<file path="src/rtl/sector_buffer_cache_tags_assert.svh">
// assertion macros for the sector buffer cache tag engine
`ifndef SECTOR_BUFFER_CACHE_TAGS_ASSERT_SVH
`define SECTOR_BUFFER_CACHE_TAGS_ASSERT_SVH
`ifndef ASSERT_OFF
`define SBCT_ASSERT(lbl, prop, msg) \
   lbl: assert property (@(posedge clock) disable iff (reset) prop) else $error(msg);
`define SBCT_ASSERT_IMPL(lbl, ante, cons, msg) \
   lbl: assert property (@(posedge clock) disable iff (reset) (ante) |-> (cons)) else $error(msg);
`else
`define SBCT_ASSERT(lbl, prop, msg)
`define SBCT_ASSERT_IMPL(lbl, ante, cons, msg)
`endif
`endif

</file>
<file path="src/rtl/sbct_pkg.sv">
`default_nettype none
package sbct_pkg;

   localparam int ENTRIES     = 16;
   localparam int SECTOR_BITS = 32;
   localparam int IDX_BITS    = $clog2(ENTRIES);

   localparam logic [1:0] CMD_READ  = 2'd0;
   localparam logic [1:0] CMD_WRITE = 2'd1;
   localparam logic [1:0] CMD_FLUSH = 2'd2;

   localparam logic [1:0] ACT_NONE       = 2'd0;
   localparam logic [1:0] ACT_FILL       = 2'd1;
   localparam logic [1:0] ACT_WRITE_BACK = 2'd2;

   typedef struct packed {
      logic [1:0]  command;
      logic [31:0] sector;
      logic        fill_ok;
      logic [15:0] write_fail_mask;
   } req_type;

   typedef struct packed {
      logic [1:0]  action;
      logic [3:0]  entry_index;
      logic [31:0] out_sector;
      logic        hit;
      logic        status;
      logic        last;
   } rsp_type;

   typedef struct packed {
      logic                   valid;
      logic                   dirty;
      logic [SECTOR_BITS-1:0] sector;
   } entry_type;

   typedef struct packed {
      logic shift;
      logic wr;
   } cell_ctl_type;

endpackage
`default_nettype wire

</file>
<file path="src/rtl/sbct_cell.sv">
`default_nettype none
module sbct_cell (
   input  wire logic                 clock,
   input  wire logic                 reset,
   input  wire sbct_pkg::cell_ctl_type ctl,
   input  wire sbct_pkg::entry_type  nbr_in,
   input  wire sbct_pkg::entry_type  wr_data,
   output sbct_pkg::entry_type       q
);
   import sbct_pkg::*;

   entry_type entry_ff;
   entry_type entry_in;

   always_comb begin
      entry_in = entry_ff;
      if (ctl.wr) begin
         entry_in = wr_data;
      end else if (ctl.shift) begin
         entry_in = nbr_in;
      end
   end

   always_ff @(posedge clock) begin
      if (reset) begin
         entry_ff <= '0;
      end else begin
         entry_ff <= entry_in;
      end
   end

   assign q = entry_ff;

endmodule
`default_nettype wire

</file>
<file path="src/rtl/sector_buffer_cache_tags.sv">
// channel   ports                          direction
// request   req_valid req_stall req_payload in
// response  rsp_valid rsp_stall rsp_payload out
//
// read and write: after acceptance, a ring scan, then a commit
// flush: one full ring rotation, then a closing response unless a write-back failed
// the ring turns one cell per unstalled cycle and is home before the next request
// response stalls pause the ring wherever a response must be issued
// synchronous reset clears all entries and the victim pointer, no clearing pass
`default_nettype none
`include "sector_buffer_cache_tags_assert.svh"
module sector_buffer_cache_tags (
   input  wire logic              clock,
   input  wire logic              reset,
   input  wire logic              req_valid,
   output logic                   req_stall,
   input  wire sbct_pkg::req_type req_payload,
   output logic                   rsp_valid,
   input  wire logic              rsp_stall,
   output sbct_pkg::rsp_type      rsp_payload
);
   import sbct_pkg::*;

   typedef enum logic [4:0] {
      ST_IDLE   = 5'b00001,
      ST_SCAN   = 5'b00010,
      ST_COMMIT = 5'b00100,
      ST_FLUSH  = 5'b01000,
      ST_FINAL  = 5'b10000
   } state_type;

   localparam logic [IDX_BITS-1:0] CNT_LAST = IDX_BITS'(ENTRIES - 1);

   state_type             state_ff, state_in;
   logic [IDX_BITS-1:0]   cnt_ff, cnt_in;
   logic [IDX_BITS-1:0]   victim_ff, victim_in;
   logic [IDX_BITS-1:0]   hit_idx_ff, hit_idx_in;
   logic [IDX_BITS-1:0]   inv_idx_ff, inv_idx_in;
   logic                  hit_found_ff, hit_found_in;
   logic                  inv_found_ff, inv_found_in;
   logic                  stop_ff, stop_in;
   req_type               req_ff, req_in;
   rsp_type               rsp_ff, rsp_in;
   logic                  rsp_valid_ff, rsp_valid_in;

   entry_type             cell_q [ENTRIES];
   cell_ctl_type          cell_ctl [ENTRIES];
   entry_type             head;
   entry_type             tail;
   entry_type             wr_data;
   logic                  shift;
   logic                  wr_en;
   logic [IDX_BITS-1:0]   wr_idx;

   logic                  out_free;
   logic                  emit;
   rsp_type               rsp_new;
   logic [SECTOR_BITS-1:0] sec_m;
   logic                  wb;
   logic                  fail;
   logic [IDX_BITS-1:0]   sel_idx;

   assign head      = cell_q[0];
   assign out_free  = !rsp_valid_ff || !rsp_stall;
   assign req_stall = (state_ff != ST_IDLE);
   assign sec_m     = SECTOR_BITS'(req_ff.sector);

   // entry ring
   for (genvar i = 0; i < ENTRIES; i++) begin : g_cell
      entry_type nbr;
      if (i == ENTRIES - 1) begin : g_tail
         assign nbr = tail;
      end else begin : g_mid
         assign nbr = cell_q[i+1];
      end
      assign cell_ctl[i].shift = shift;
      assign cell_ctl[i].wr    = wr_en && (wr_idx == IDX_BITS'(i));
      sbct_cell u_cell (
         .clock   (clock),
         .reset   (reset),
         .ctl     (cell_ctl[i]),
         .nbr_in  (nbr),
         .wr_data (wr_data),
         .q       (cell_q[i])
      );
   end

   always_comb begin
      state_in     = state_ff;
      cnt_in       = cnt_ff;
      victim_in    = victim_ff;
      hit_idx_in   = hit_idx_ff;
      inv_idx_in   = inv_idx_ff;
      hit_found_in = hit_found_ff;
      inv_found_in = inv_found_ff;
      stop_in      = stop_ff;
      req_in       = req_ff;
      shift        = 1'b0;
      tail         = head;
      wr_en        = 1'b0;
      wr_idx       = '0;
      wr_data      = '0;
      emit         = 1'b0;
      rsp_new      = '0;
      wb           = 1'b0;
      fail         = 1'b0;
      sel_idx      = '0;

      case (state_ff)
         ST_IDLE: begin
            if (req_valid) begin
               req_in       = req_payload;
               cnt_in       = '0;
               hit_found_in = 1'b0;
               inv_found_in = 1'b0;
               stop_in      = 1'b0;
               case (req_payload.command)
                  CMD_READ, CMD_WRITE: state_in = ST_SCAN;
                  CMD_FLUSH:           state_in = ST_FLUSH;
                  default:             state_in = ST_FINAL;
               endcase
            end
         end
         ST_SCAN: begin
            shift = 1'b1;
            if (head.valid && head.sector == sec_m && !hit_found_ff) begin
               hit_found_in = 1'b1;
               hit_idx_in   = cnt_ff;
            end
            if (!head.valid && !inv_found_ff) begin
               inv_found_in = 1'b1;
               inv_idx_in   = cnt_ff;
            end
            if (cnt_ff == CNT_LAST) begin
               cnt_in   = '0;
               state_in = ST_COMMIT;
            end else begin
               cnt_in = cnt_ff + 1'b1;
            end
         end
         ST_COMMIT: begin
            if (out_free) begin
               if (hit_found_ff) begin
                  sel_idx = hit_idx_ff;
               end else if (inv_found_ff) begin
                  sel_idx = inv_idx_ff;
               end else begin
                  sel_idx   = victim_ff;
                  victim_in = (victim_ff == CNT_LAST) ? '0 : victim_ff + 1'b1;
               end
               wr_idx          = sel_idx;
               wr_data.valid   = 1'b1;
               wr_data.sector  = sec_m;
               emit            = 1'b1;
               rsp_new.entry_index = 4'(sel_idx);
               rsp_new.out_sector  = 32'(sec_m);
               rsp_new.hit         = hit_found_ff;
               rsp_new.last        = 1'b1;
               if (req_ff.command == CMD_WRITE) begin
                  wr_en         = 1'b1;
                  wr_data.dirty = 1'b1;
                  rsp_new.action = ACT_NONE;
               end else if (hit_found_ff) begin
                  rsp_new.action = ACT_NONE;
               end else begin
                  wr_en          = req_ff.fill_ok;
                  wr_data.dirty  = 1'b0;
                  rsp_new.action = ACT_FILL;
                  rsp_new.status = !req_ff.fill_ok;
               end
               state_in = ST_IDLE;
            end
         end
         ST_FLUSH: begin
            wb   = head.valid && head.dirty && !stop_ff;
            fail = (int'(cnt_ff) < 16) && req_ff.write_fail_mask[4'(cnt_ff)];
            if (!wb || out_free) begin
               shift = 1'b1;
               if (wb) begin
                  emit                = 1'b1;
                  rsp_new.action      = ACT_WRITE_BACK;
                  rsp_new.entry_index = 4'(cnt_ff);
                  rsp_new.out_sector  = 32'(head.sector);
                  rsp_new.status      = fail;
                  rsp_new.last        = fail;
                  tail.dirty          = fail;
                  stop_in             = fail;
               end
               if (cnt_ff == CNT_LAST) begin
                  cnt_in   = '0;
                  state_in = (stop_ff || (wb && fail)) ? ST_IDLE : ST_FINAL;
               end else begin
                  cnt_in = cnt_ff + 1'b1;
               end
            end
         end
         ST_FINAL: begin
            if (out_free) begin
               emit         = 1'b1;
               rsp_new.last = 1'b1;
               state_in     = ST_IDLE;
            end
         end
         default: begin
            state_in = ST_IDLE;
         end
      endcase
   end

   always_comb begin
      rsp_in       = rsp_ff;
      rsp_valid_in = rsp_valid_ff;
      if (emit) begin
         rsp_in       = rsp_new;
         rsp_valid_in = 1'b1;
      end else if (!rsp_stall) begin
         rsp_valid_in = 1'b0;
      end
   end

   always_ff @(posedge clock) begin
      if (reset) begin
         state_ff     <= ST_IDLE;
         cnt_ff       <= '0;
         victim_ff    <= '0;
         hit_found_ff <= 1'b0;
         inv_found_ff <= 1'b0;
         stop_ff      <= 1'b0;
         rsp_valid_ff <= 1'b0;
      end else begin
         state_ff     <= state_in;
         cnt_ff       <= cnt_in;
         victim_ff    <= victim_in;
         hit_found_ff <= hit_found_in;
         inv_found_ff <= inv_found_in;
         stop_ff      <= stop_in;
         rsp_valid_ff <= rsp_valid_in;
      end
   end

   always_ff @(posedge clock) begin
      req_ff     <= req_in;
      rsp_ff     <= rsp_in;
      hit_idx_ff <= hit_idx_in;
      inv_idx_ff <= inv_idx_in;
   end

   assign rsp_valid   = rsp_valid_ff;
   assign rsp_payload = rsp_ff;

   `SBCT_ASSERT(a_accept_leaves_idle, (req_valid && !req_stall) |=> (state_ff != ST_IDLE), "accepted request left controller idle")
   `SBCT_ASSERT(a_victim_only_in_commit, (state_ff != ST_COMMIT) |=> $stable(victim_ff), "victim pointer moved outside commit")
   `SBCT_ASSERT(a_scan_ends_in_commit, (state_ff == ST_SCAN && cnt_ff == CNT_LAST) |=> (state_ff == ST_COMMIT), "scan did not end in commit")
   `SBCT_ASSERT_IMPL(a_idle_ring_home, state_ff == ST_IDLE, cnt_ff == '0, "ring not home while idle")

endmodule
`default_nettype wire
</file>
<file path="config.mk">
export PLATFORM = sky130hd
export DESIGN_NAME = sector_buffer_cache_tags
export DESIGN_NICKNAME = d
export VERILOG_FILES = /design/src/rtl/sbct_pkg.sv /design/src/rtl/sbct_cell.sv /design/src/rtl/sector_buffer_cache_tags.sv
export VERILOG_INCLUDE_DIRS = /design/src /design/src/rtl
export SDC_FILE = /design/constraint.sdc
export NUM_CORES = 2
export LEC_CHECK = 0
export ABC_AREA = 1
export BUFFER_PORTS_ARGS = -buffer_cell sky130_fd_sc_hd__buf_2
export CORE_AREA = 2 2 252 254
export CTS_CLUSTER_SIZE = 28
export DETAILED_ROUTE_END_ITERATION = 8
export DIE_AREA = 0 0 254 256
export PLACE_DENSITY = 0.67
export SLEW_MARGIN = 5
export SYNTH_ARGS = -nofsm -noshare
export SYNTH_HDL_FRONTEND = slang
export SYNTH_SLANG_ARGS = --single-unit
</file>
<file path="constraint.sdc">
create_clock -name clock -period 5.8 [get_ports clock]
set_clock_uncertainty 0.05 [all_clocks]
set_input_delay 0.58 -clock clock [delete_from_list [all_inputs] [get_ports clock]]
set_output_delay 0.58 -clock clock [all_outputs]
set_load 0.01 [all_outputs]
</file>
# After elaboration in Yosys (flattened, before gate mapping)
# Index checks and enable logic that the tools add are counted.
# W data, S select, Z words.
# totals
register_bits,661
in_bits,55
output_inout_bits,43
wordCells,263
# classes
addsub,2
order_cmp,1
n_eq_ne,36
mux,89
bitwise,2
n_reduce_logical,66
# ops
operator,n
$mux W34,34
$mux W38,2
$pmux W38 S2,1
$eq A4 B4 Y1 const B,10
$mux W40,1
$reduce_bool A2 Y1,18
$eq A32 B32 Y1,1
$mux W4,8
$mux W5,6
$mux W1,24
$logic_and A1 B1 Y1,22
$pmux W5 S4,1
$eq A4 B3 Y1 const B,4
$ne A2 B2 Y1 const B,7
$pmux W1 S2,6
$pmux W4 S3,1
$pmux W5 S2,1
$reduce_and A3 Y1,3
$add A4 B1 Y4 const B,2
$eq A4 B2 Y1 const B,2
$logic_not A1 Y1,8
$reduce_and A2 Y1,4
$reduce_and A4 Y1,2
$eq A5 B1 Y1 const B,1
20 further kinds,27

# Logic depth before layout (Yosys ltp)
# logic_depth
word_depth,8
mapped_depth,15
mapped_depth_nobuf,13

# Hierarchy
# From an unflattened synthesis, not the netlist that was laid out.
# unflattened
hier_cells,4686
area_unflattened_um2,32399.8
# by_module_without_submodules
mod,instances,cells_per_inst,area_per_inst_um2,seq_area_each_um2
sbct_cell,16,258,1686.6,680.7
sector_buffer_cache_tags,1,558,5413.9,3343.2

# Least setup slack after synthesis
# Ideal clock, no wire load.
# synth_path
path_kind,register -> register
start,register state_ff[3]
end,register hit_found_ff
setup_ns,0.128
arrival_time_ns,3.489
required_time_ns,5.622
slack_ns,2.133
stages_incl_launch_ff,9
n_path_buf,0
synth_period_minus_slack_ns,3.667
cell_sequence,dfxtp_1 -> nor2_1 -> nand4_1 -> nor2_1 -> inv_1 -> nand2_1 -> inv_1 -> nor2_1 -> nor2_1
# synth_between
elab_chain_len,3
elab_cells_between_ends,7
cone_classes,4 x eq/ne; 1 x mux; 2 x reduce/logical
# synth_rtl
item,line_no,text
from (decl),sector_buffer_cache_tags.sv:34,"state_type state_ff, state_in;"
from (signal assigned),sector_buffer_cache_tags.sv:231,state_ff <= state_in;
$eq A5 B2 Y1 or $eq A5 B1 Y1 (tied branches),sector_buffer_cache_tags.sv:109,case (state_ff)
$ne A2 B2 Y1 (no line) or $reduce_bool A2 Y1 (tied branches),n/a,
$reduce_and A3 Y1 (no line),n/a,
to (signal assigned),sector_buffer_cache_tags.sv:234,hit_found_ff <= hit_found_in;
to (decl),sector_buffer_cache_tags.sv:39,"logic hit_found_ff, hit_found_in;"
# Parallel ways exist; a longest one is shown, timed or not.
# A chain may end at the register's enable or synchronous reset.

# Worst setup path in the final report
# layout_path
start,register state_ff[1]
end,register g_cell[2].u_cell.entry_ff (netlist bit g_cell[2].u_cell.q[29])
# layout_between
elab_chain_len,5
elab_cells_between_ends,11
cone_classes,4 x eq/ne; 5 x mux; 2 x reduce/logical
# layout_rtl
item,line_no,text
$eq A5 B3 Y1,sector_buffer_cache_tags.sv:109,
$mux W4,sector_buffer_cache_tags.sv:109,
$eq A4 B2 Y1,sector_buffer_cache_tags.sv:77,assign cell_ctl[i].wr = wr_en && (wr_idx == IDX_BITS'(i));
$logic_and A1 B1 Y1,sector_buffer_cache_tags.sv:77,
$mux W34 or $reduce_bool A2 Y1 (tied branches),n/a,
to (signal assigned),sbct_cell.sv:28,entry_ff <= entry_in;
to (decl),sbct_cell.sv:12,entry_type entry_ff;
# Parallel ways exist; a longest one is shown, timed or not.

==> flow_metrics.env <==
export IMPL_clkSinkCount=661
export IMPL_cts_made_buffers=72
export IMPL_synth_top_area_share_pct=36.43
export IMPL_hold_viol_final=0
export IMPL_numPortBuffers=97
export IMPL_synth_edf_count=100
export IMPL_path_max_fanout=49
export IMPL_die_w_microns=254
export IMPL_cts_resized_gates=0
export IMPL_viasPerCell=5.614
export IMPL_cpLargestDelayFamily="simple AND/OR/NAND/NOR gates"
export IMPL_synth_cells=4325
export IMPL_status="complete, no violations"
export IMPL_finalPower_mw=11.14
export IMPL_clock_latency_ns=0.61
export IMPL_ys_warn_count=0
export IMPL_crit_type="flop to flop"
export IMPL_initial_core_util_pct=49.41
export IMPL_multi_input_area_sq_um=13640
export IMPL_globalRouteMet3Util_pct=5.065
export IMPL_die_area_sq_um=65020
export IMPL_hp_start="req_payload[37]"
export IMPL_yosysSeqAreaShare_pct=46.17
export IMPL_area_growth_pct=8.750
export IMPL_finalNetCount=4273
export IMPL_rsz0062_at_grt="false"
export IMPL_slew_headroom_pct=23.87
export IMPL_setup_tns_ns=0
export IMPL_yosysMostFrequentCell="nand2_1"
export IMPL_ys_ff_latch=661
export IMPL_pre_cts_slack_ns=1.651
export IMPL_wire_per_inst_microns=18.94
export IMPL_holdPathStages=1
export IMPL_synth_nets=4382
export IMPL_drt_wl_total_microns=96840
export IMPL_fmax_mhz=256.9
export IMPL_antenna_found_initial=0
export IMPL_cp_required_ns=6.18
export IMPL_synth_async_reset_ratio_pct=0
export IMPL_die_y_microns=256
export IMPL_final_max_slew_viol_count=0
export IMPL_hold_class="input pin to flop"
export IMPL_p_leak_nw=12.44
export IMPL_seqCellArea_sq_um=14230
export IMPL_power_density_nw_per_um2=332.4
export IMPL_grt_pass1_wl_microns=149500
export IMPL_io_pins=98
export IMPL_ir_drop_mv=0.2662
export IMPL_cts_tree="yes"
export IMPL_end_kind="flop"
export IMPL_grt_start_max_net_pins=202
export IMPL_syn_area_sq_um=30830
export IMPL_place_congestion=0.8875
export IMPL_track_usage_pct=29.05
export IMPL_grt_remaining_overflow=0
export IMPL_drc=0
export IMPL_rows=92
export IMPL_ys_types=41
export IMPL_crit_buf_inv=3
export IMPL_layout_min_cycle_time_ns=3.892
export IMPL_setup_violations=0
export IMPL_finalCritPeriodShare_pct=67.10
export IMPL_met1_usage_pct=42.67
export IMPL_ctsHoldBuffers=0
export IMPL_antenna_cells_inserted=0
export IMPL_critPathMaxStageDelay_ns=0.61
export IMPL_cts_path_max_buffers=3
export IMPL_crit_path_cell_trace="inv_2, nand2_2, nor2_4, nand2_2, nor2_8, nand2_1, nor2_8, buf_4, nand2_1, buf_4, nand3_1, a31oi_1"
export IMPL_regToRegSetupSlack_ns=1.91
export IMPL_synth_area_top_cells="dfxtp_1, nand2_1, edfxtp_1, nand3_1, nor2_1"
export IMPL_fillers=6119
export IMPL_yosys_top_cells_count="nand2_1, dfxtp_1, nand3_1"
export IMPL_busiest_layer="met1"
export IMPL_drive_above_1_share_pct=7.710
export IMPL_maxCapViolCount=0
export IMPL_first_global_vias=25410
export IMPL_setup_slack_ns=1.908
export IMPL_hold_ws_ns=0.09252
export IMPL_r2r_start="state_ff[1]$_SDFFE_PP0P_"
export IMPL_worstMarginPinSlew_ns=1.142
export IMPL_postCtsSetupBuffers=0
export IMPL_critPathArrivalTime_ns=4.27
export IMPL_min_to="sec_m[20]$_DFFE_PP_"
export IMPL_path_clk_slew_ns=0.06
export IMPL_via_count=28710
export IMPL_core_area_sq_um=62390
export IMPL_avgSynthCellArea_sq_um=7.128
export IMPL_place_detailed_hpwl_microns=57400
export IMPL_use_met2_pct=42.36
export IMPL_timing_rr_end="g_cell[2].u_cell.q[29]$_SDFFE_PP0P_"
export IMPL_drt_iter0_drc=3520
export IMPL_ant_nets=0
export IMPL_worst_path_max_delay_cell="nor2_8"
export IMPL_cts_root_buffer="clkbuf_16"
export IMPL_first_pass_iters=6
export IMPL_synthFlopType="dfxtp_1"
export IMPL_ff2ff_path_depth=12
export IMPL_synth_top_area_cell="dfxtp_1"
export IMPL_critPathLaunchType="flop"
export IMPL_ctsHtreeMaxLevel=3
per-stage QoR:
stage	utilization [%]	cell area, sq um	cells
floorplan	-	30830	4325
global placement	50.23	31340	4988
detailed placement	50.23	31340	4988
CTS	53.74	33530	5113
global route	53.74	33530	5113
finish	53.74	33530	5113
where the power goes:
part	leakage, nW	switching (mW)	total [mW]	internal (mW)
sequential	5.46	0.123	5.01	4.89
clock	1.07	1.87	4.38	2.51
combinational	5.92	1.43	1.75	0.327
total	12.4	3.42	11.1	7.72
layout make-up:
| class | instances | area share (%) |
|---|---|---|
| timing repair buffer | 167 | 3.195 |
| sequential | 661 | 42.45 |
| tap | 846 | 3.157 |
| clock buffer | 114 | 6.333 |
| inverter | 351 | 3.971 |
| clock inverter | 11 | 0.1978 |
| multi-input combinational | 2963 | 40.69 |
sequential cells by signal (all words and copies together) (netlist names):
name	flops
rsp_valid	1
hit_found_ff	1
victim_ff	4
sec_m	32
hit_idx_ff	4
cnt_ff	4
inv_idx_ff	4
rsp_payload	41
g_cell.u_cell.q	544
stop_ff	1
state_ff	5
inv_found_ff	1
req_ff	19
layer usage:
layer,wire [microns],up-vias
met2,41470,1278
met4,3450,0
met5,0,-
met3,9174,186
met1,42740,13330
li1,-,13910
how the worst max path moves through the flow:
stage	from	to	depth (start not counted)
3_5_place_dp	rsp_stall	g_cell[2].u_cell.q[6]$_SDFFE_PP0P_	11
2_1_floorplan	state_ff[3]$_SDFFE_PP0P_	hit_found_ff$_SDFFE_PP0P_	8
3_3_place_gp	rsp_stall	g_cell[2].u_cell.q[5]$_SDFFE_PP0P_	11
6_report	state_ff[1]$_SDFFE_PP0P_	g_cell[2].u_cell.q[29]$_SDFFE_PP0P_	12
5_1_grt	rsp_valid$_SDFFE_PP0P_	g_cell[2].u_cell.q[0]$_SDFFE_PP0P_	10
4_1_cts	state_ff[1]$_SDFFE_PP0P_	g_cell[2].u_cell.q[29]$_SDFFE_PP0P_	12
placed cells by master (no fill, tap or decap), drive strengths merged:
cell type,count
clkbuf,114
a31oi,165
xnor2,1
xor2,9
a22o,1
edfxtp,100
clkinvlp,1
inv,352
nor2,520
dfxtp,561
buf,167
nor3,7
ha,2
o21ai,330
o22ai,46
or2,1
mux2i,7
nand4,6
a22oi,4
nand2,1050
nor4,2
clkinv,9
a21boi,1
a21oi,241
nand3,570
cell families after synthesis:
kind of cell,synth area share [%]
AOI/OAI and AO/OA,13.84
DFF,46.17
xor gates and xnor gates,0.2841
buffers and inverters,9.651
adders and majority gates,0.08116
muxes,0.2273
and+or+nand+nor,29.75
Note: power is estimated with default switching activity, not from simulation.
